### src/sv/apdf_pkg.sv
// Package for the all-pass delay filter: widths, register indexes,
// controller states, datapath command struct and the saturation helper.
// Depends on nothing; every other file of the block uses it.
package apdf_pkg;

  localparam int DEPTH_DEFAULT = 65536;

  localparam int SAMPLE_W  = 24;
  localparam int GAIN_W    = 16;
  localparam int DELAY_W   = 17;
  localparam int CFG_IDX_W = 2;
  localparam int CFG_DAT_W = 17;

  // Q1.15 unity, also the largest mix level that means anything.
  localparam logic [16:0] UNITY = 17'd32768;

  // Configuration register indexes.
  localparam logic [CFG_IDX_W-1:0] REG_DELAY_LENGTH  = 2'd0;
  localparam logic [CFG_IDX_W-1:0] REG_FEEDBACK_GAIN = 2'd1;
  localparam logic [CFG_IDX_W-1:0] REG_MIX_LEVEL     = 2'd2;

  typedef enum logic [1:0] {
    S_IDLE,
    S_SUM,
    S_FB,
    S_WRITE
  } state_t;

  // Commands from the controller to the datapath, one per step.
  typedef struct packed {
    logic load;   // item accepted: capture sample, first product, issue read
    logic sum;    // form v from the product and the delayed entry, and the dry product
    logic fb;     // form the feedback and wet products
    logic write;  // store the new entry and register the result
  } cmd_t;

  localparam logic signed [26:0] SAT_MAX = 27'sd8388607;
  localparam logic signed [26:0] SAT_MIN = -27'sd8388608;

  function automatic logic signed [SAMPLE_W-1:0] sat24(input logic signed [26:0] a);
    logic signed [SAMPLE_W-1:0] r;
    if (a > SAT_MAX) begin
      r = SAT_MAX[SAMPLE_W-1:0];
    end else if (a < SAT_MIN) begin
      r = SAT_MIN[SAMPLE_W-1:0];
    end else begin
      r = a[SAMPLE_W-1:0];
    end
    return r;
  endfunction

endpackage

### src/sv/apdf_ctrl.sv
// Controller of the all-pass delay filter: sequences one item through
// the datapath and owns the input ready and result valid. Uses apdf_pkg.
module apdf_ctrl (
  input  logic          clk,
  input  logic          rst,
  input  logic          in_valid,
  output logic          in_ready,
  output logic          out_valid,
  input  logic          out_ready,
  output apdf_pkg::cmd_t cmd
);

  apdf_pkg::state_t state;
  apdf_pkg::state_t state_next;
  logic out_valid_next;

  // The result may be written once the output register is empty or
  // being emptied in this cycle.
  logic out_free;
  assign out_free = !out_valid || out_ready;

  always_comb begin
    state_next = state;
    case (state)
      apdf_pkg::S_IDLE: begin
        if (in_valid) state_next = apdf_pkg::S_SUM;
      end
      apdf_pkg::S_SUM: begin
        state_next = apdf_pkg::S_FB;
      end
      apdf_pkg::S_FB: begin
        state_next = apdf_pkg::S_WRITE;
      end
      apdf_pkg::S_WRITE: begin
        if (out_free) state_next = apdf_pkg::S_IDLE;
      end
      default: begin
        state_next = apdf_pkg::S_IDLE;
      end
    endcase
  end

  always_comb begin
    in_ready  = 1'b0;
    cmd       = '0;
    case (state)
      apdf_pkg::S_IDLE: begin
        in_ready = 1'b1;
        cmd.load = in_valid;
      end
      apdf_pkg::S_SUM: begin
        cmd.sum = 1'b1;
      end
      apdf_pkg::S_FB: begin
        cmd.fb = 1'b1;
      end
      apdf_pkg::S_WRITE: begin
        cmd.write = out_free;
      end
      default: begin
        in_ready = 1'b0;
      end
    endcase
  end

  assign out_valid_next = cmd.write || (out_valid && !out_ready);

  always_ff @(posedge clk) begin
    if (rst) begin
      state     <= apdf_pkg::S_IDLE;
      out_valid <= 1'b0;
    end else begin
      state     <= state_next;
      out_valid <= out_valid_next;
    end
  end

endmodule

### config.mk
export PLATFORM = sky130hd
export DESIGN_NAME = apdf_ctrl
export DESIGN_NICKNAME = d
export VERILOG_FILES = /design/src/sv/apdf_pkg.sv /design/src/sv/apdf_ctrl.sv
export SDC_FILE = /design/constraint.sdc
export NUM_CORES = 1
export LEC_CHECK = 0
export BUFFER_PORTS_ARGS = -buffer_cell sky130_fd_sc_hd__buf_4
export CAP_MARGIN = 0
export CORE_AREA = 8 8 45 47
export DETAILED_ROUTE_END_ITERATION = 10
export DIE_AREA = 0 0 53 55
export RECOVER_POWER = 25
export SETUP_SLACK_MARGIN = 0.3
export SKIP_LAST_GASP = 1
export SLEW_MARGIN = 20
export SYNTH_ARGS = -nofsm -noshare
export SYNTH_HDL_FRONTEND = slang
export SYNTH_SLANG_ARGS = --single-unit
### constraint.sdc
create_clock -name clk -period 1.4 [get_ports clk]
set_clock_uncertainty 0.2 [all_clocks]
set_input_delay 0.07 -clock clk [delete_from_list [all_inputs] [get_ports clk]]
set_output_delay 0.07 -clock clk [all_outputs]
set_load 0.05 [all_outputs]
# After elaboration in Yosys (flattened, before gate mapping)
# Index checks and enable logic that the tools add are counted.
# W data, S select, Z words.
[classes]
eq_ne = 5
mux = 8
n_reduce_logical = 7
[ops]
columns = ["operator", "count"]
rows = [
  ["$pmux W2 S4", 1],
  ["$mux W1", 5],
  ["$eq A2 B2 Y1 const B", 2],
  ["$mux W2", 2],
  ["$ne A2 B2 Y1 const B", 2],
  ["$eq A2 B1 Y1 const B", 1],
  ["$logic_not A1 Y1", 2],
  ["$logic_not A2 Y1", 1],
  ["$logic_or A1 B1 Y1", 2],
  ["$reduce_and A2 Y1", 1],
  ["$logic_and A1 B1 Y1", 1],
]
[totals]
reg_bits = 3
input_bits = 4
out_inout_bits = 6
wordCells = 22

# Depth between registers and ports, before layout
[logic_depth]
word_depth = 4
ltp_mapped = 5
ltp_nobuf = 5

# Least setup slack after synthesis
# Ideal clock, no wire load.
[synth_timing]
kind = "register -> output"
from = "register out_valid"
to = "output cmd[0] in the netlist's numbering"
arrival_ns = 1.479
required_time_ns = 1.130
path_slack_ns = -0.349
path_stages_with_launch = 3
path_buffers = 0
cell_sequence = "dfxtp_1 and2b_2 nor2b_1"
[synth_lines]
columns = ["element", "line_no", "text"]
rows = [
  ["start, declared", "apdf_ctrl.sv:8", "output logic out_valid,"],
  ["start signal, assigned", "apdf_ctrl.sv:74", "out_valid <= out_valid_next;"],
  ["end, declared", "apdf_ctrl.sv:10", "output apdf_pkg::cmd_t cmd"],
]

==> impl_summary.txt <==
----------------------------------------------------
[Run status]
  Result of the run ... complete, but fails checks
  Violations in the final reports ... negative hold slack

[Final layout]
  Layout Area Growth over Synthesis ... 100%
  Number of antenna cells inserted ... 0
  Share of the core filled with cells in the final layout ... 31.8%
  Ratio of cells with drive above 1 in the final layout ... 73.7%
  Fill cell instance count of the final layout ... 138
  Register Area ... 68.8 µm²
  Net total in the final layout ... 47
  Footprint of the multi-input gates ... 195 µm²

[Yosys]
  Share of flip-flops with an asynchronous set or reset after synthesis ... 0%
  Most frequent cell after synthesis ... ha_1
  Post-Synthesis Net Count ... 30
  Sequential element share of the synthesized area ... 27.3%
  Post-synthesis cell type count ... 12
  Number of cells produced by synthesis ... 22
  Synth top area share ... 27.3%
  Yosys warning total ... 0
  Leading cell types by count after synthesis ... ha_1 (4), dfxtp_1 (3), inv_1 (3), nor2_1 (3), nand2b_1 (2)
  EDFF count, synth ... 0
  Flop and latch count out of synthesis ... 3
  Area contributors post-synth ... dfxtp_1 (27%), ha_1 (23%), nand3b_4 (9.1%)
  Biggest area consumer among synthesized cells ... dfxtp_1
  Synthesized area per cell ... 10.0 µm²
  Predominant post-synthesis flop cell ... dfxtp_1
  Cell area after technology mapping ... 220 µm²

[Power and ir drop]
  Total chip power ... 1100 µW
  Pwr Density ... 2500 nW/µm²
  Worst vdd ir ... 0.508 mV
  Leakage Power ... 0.000216 µW

[Critical path]
  Crit path required time ... 1.13 ns
  Top Family by Delay on Critical Path ... flip-flops
  Critical-path top delay cell ... dfxtp_4
  Worst setup EP type ... primary output
  Crit path buf inv count ... 2
  Setup Crit Path Kind ... flip-flop to primary output
  Maximum fanout along the worst path ... 4
  Stage delay of the slowest cell on the critical path ... 0.37 ns
  Worst path cell trace ... inv_4, ha_4, and2_4, buf_8
  Worst Setup Start Kind ... flip-flop
  Crit path DAT ... 1.09 ns

[Clock tree]
  Clock buffer depth ... 2
  Count of H-tree levels built during CTS ... 1
  Post-CTS Hold Buffers ... 1
  CTS tree ... done
  Clk slew on worst S/H paths ... 0.03 ns
  Buffer cell driving the clock tree root ... clkbuf_4
  Clock latency at the later pin of the worst-skew pair ... 0.23 ns
  Number of clock sinks ... 3
  TritonCTS Buffers ... 3

[Drt]
  Via/cell ratio ... 3.65
  DRC marker count from the first detailed-route iteration ... 0
  Routed WL per cell ... 8.76 µm
  Overall routed net length ... 473 µm
  Pre-antenna DRT Iters ... 1
  Post-route antenna net violation count ... 0
  DRC Markers ... 0
  Via count of the routed design ... 197

[Placed design]
  Count of input and output buffers ... 9
  Post-DP HPWL ... 391 µm
  Final estimated routing congestion in global placement ... 0.627

[Floorplan]
  Count of pins on the block boundary ... 10
  Initial Util ... 15.9%
  Row Count ... 14
  Core region area ... 1380 µm²
  Area of the die ... 2920 µm²
  Height of the die ... 55 µm
  DIE WIDTH ... 53 µm

[STA]
  Final setup violation count ... 0
  Part of the cycle the worst path needs ... 97.1%
  Max Fclk ... 735 MHz
  Worst rel slew slack ... 81.3%
  Number of max-slew violations in the final report ... 0
  Final hold slack ... -0.0542 ns
  Clock period minus final worst setup slack ... 1.36 ns
  Total negative slack ... 0 ns
  Actual transition at the worst max-transition pin ... 0.281 ns
  Hold violation total from the final report ... 2
  Unrepaired setup endpoints after global routing ... yes

[Global route]
  Total global routing overflow ... 0
  Antenna violations before repair ... 0
  Overall global routing resource usage ... 4.37%
  Pin count of the biggest net entering global routing ... 5
  Wire length of the first global-routing pass ... 890 µm
  Via count of the first global-routing pass ... 225

[Flow run]
  Max-capacitance violation count ... 0

[Hold path]
  Type of the most critical hold path ... primary input to flip-flop

----------------------------------------------------
-- flip-flops by register name (all words and copies together), names as in the netlist --
register,flops
state,2
out_valid,1
-- layout by cell type (no fill, tap or decap), types with 2 or more instances in the layout --
cell,n
buf_4,5
nor2_1,3
ha_4,3
clkbuf_4,3
buf_6,3
inv_2,2
nand2b_1,2
buf_8,2
dfxtp_4,2
-- final cells by class --
type	instances	share of cell area (%)
Clock buffer	4	5.97
Tap cell	16	4.55
Inverter	3	3.13
Multi-Input combinational cell	16	44.3
Sequential cell	3	15.6
Timing Repair Buffer	12	26.4
-- path summary, 6_finish.rpt --
path / startpoint / end / slack [ns] / cells after the start
worst max-delay path: state[0]$_SDFFE_PP0P_ / cmd[3] / 0.04 / 4
worst min-delay path: out_ready / state[0]$_SDFFE_PP0P_ / -0.05 / 3
worst max register to register: state[1]$_SDFFE_PP0P_ / state[1]$_SDFFE_PP0P_ / 0.15 / 5
worst min register to register: out_valid$_SDFF_PP0_ / state[0]$_SDFFE_PP0P_ / 0.30 / 2
-- metal layers --
metal	GRT usage, %	wire, µm	up-vias	share of wire (%)
li1	-	-	106	-
met1	3.49	137	87	29
met2	7.42	308	4	65
met3	1.87	26	0	5.5
met4	5.17	0	0	0
met5	0	0	-	0
-- tightest hold or removal path: cells and delay by family --
kind	cells	cell delay [ns]
AOI/OAI and AO/OA	1	0.05
buffers and inverters	1	0.08
and+or+nand+nor	1	0.13
-- cells by family after synthesis --
| kind of cell | after synthesis | synth area share (%) |
|---|---|---|
| compound gates | 2 | 10.8 |
| fa+ha+maj | 4 | 22.7 |
| buf+inv | 3 | 5.11 |
| flops | 3 | 27.3 |
| mux | 1 | 4.55 |
| simple gates | 9 | 29.5 |
-- power breakdown --
part | internal (µW) | switching (µW) | leakage, µW
Clock | 106 | 39.3 | 0.0000150
Combinational | 335 | 436 | 0.000175
Sequential | 136 | 50.2 | 0.0000264
-- stage by stage --
stage | setup WS (ns) | instances | area [µm²]
2_1_floorplan | 0.112 | 22 | 260
3_3_place_gp | 0.116 | 47 | 348
3_5_place_dp | 0.123 | 47 | 348
4_1_cts | 0.0221 | 54 | 444
5_1_grt | 0.00666 | 54 | 440
6_report | 0.0399 | 54 | 440
-- timing repair --
item                                   in CTS  in global routing
setup buffers                               2                  0
setup endpoints to repair                   7                  7
pin swaps                                   1                  0
endpoints found under the hold margin       3                  2
gates resized for setup                    12                  0
(Power assumes the default switching activity.)
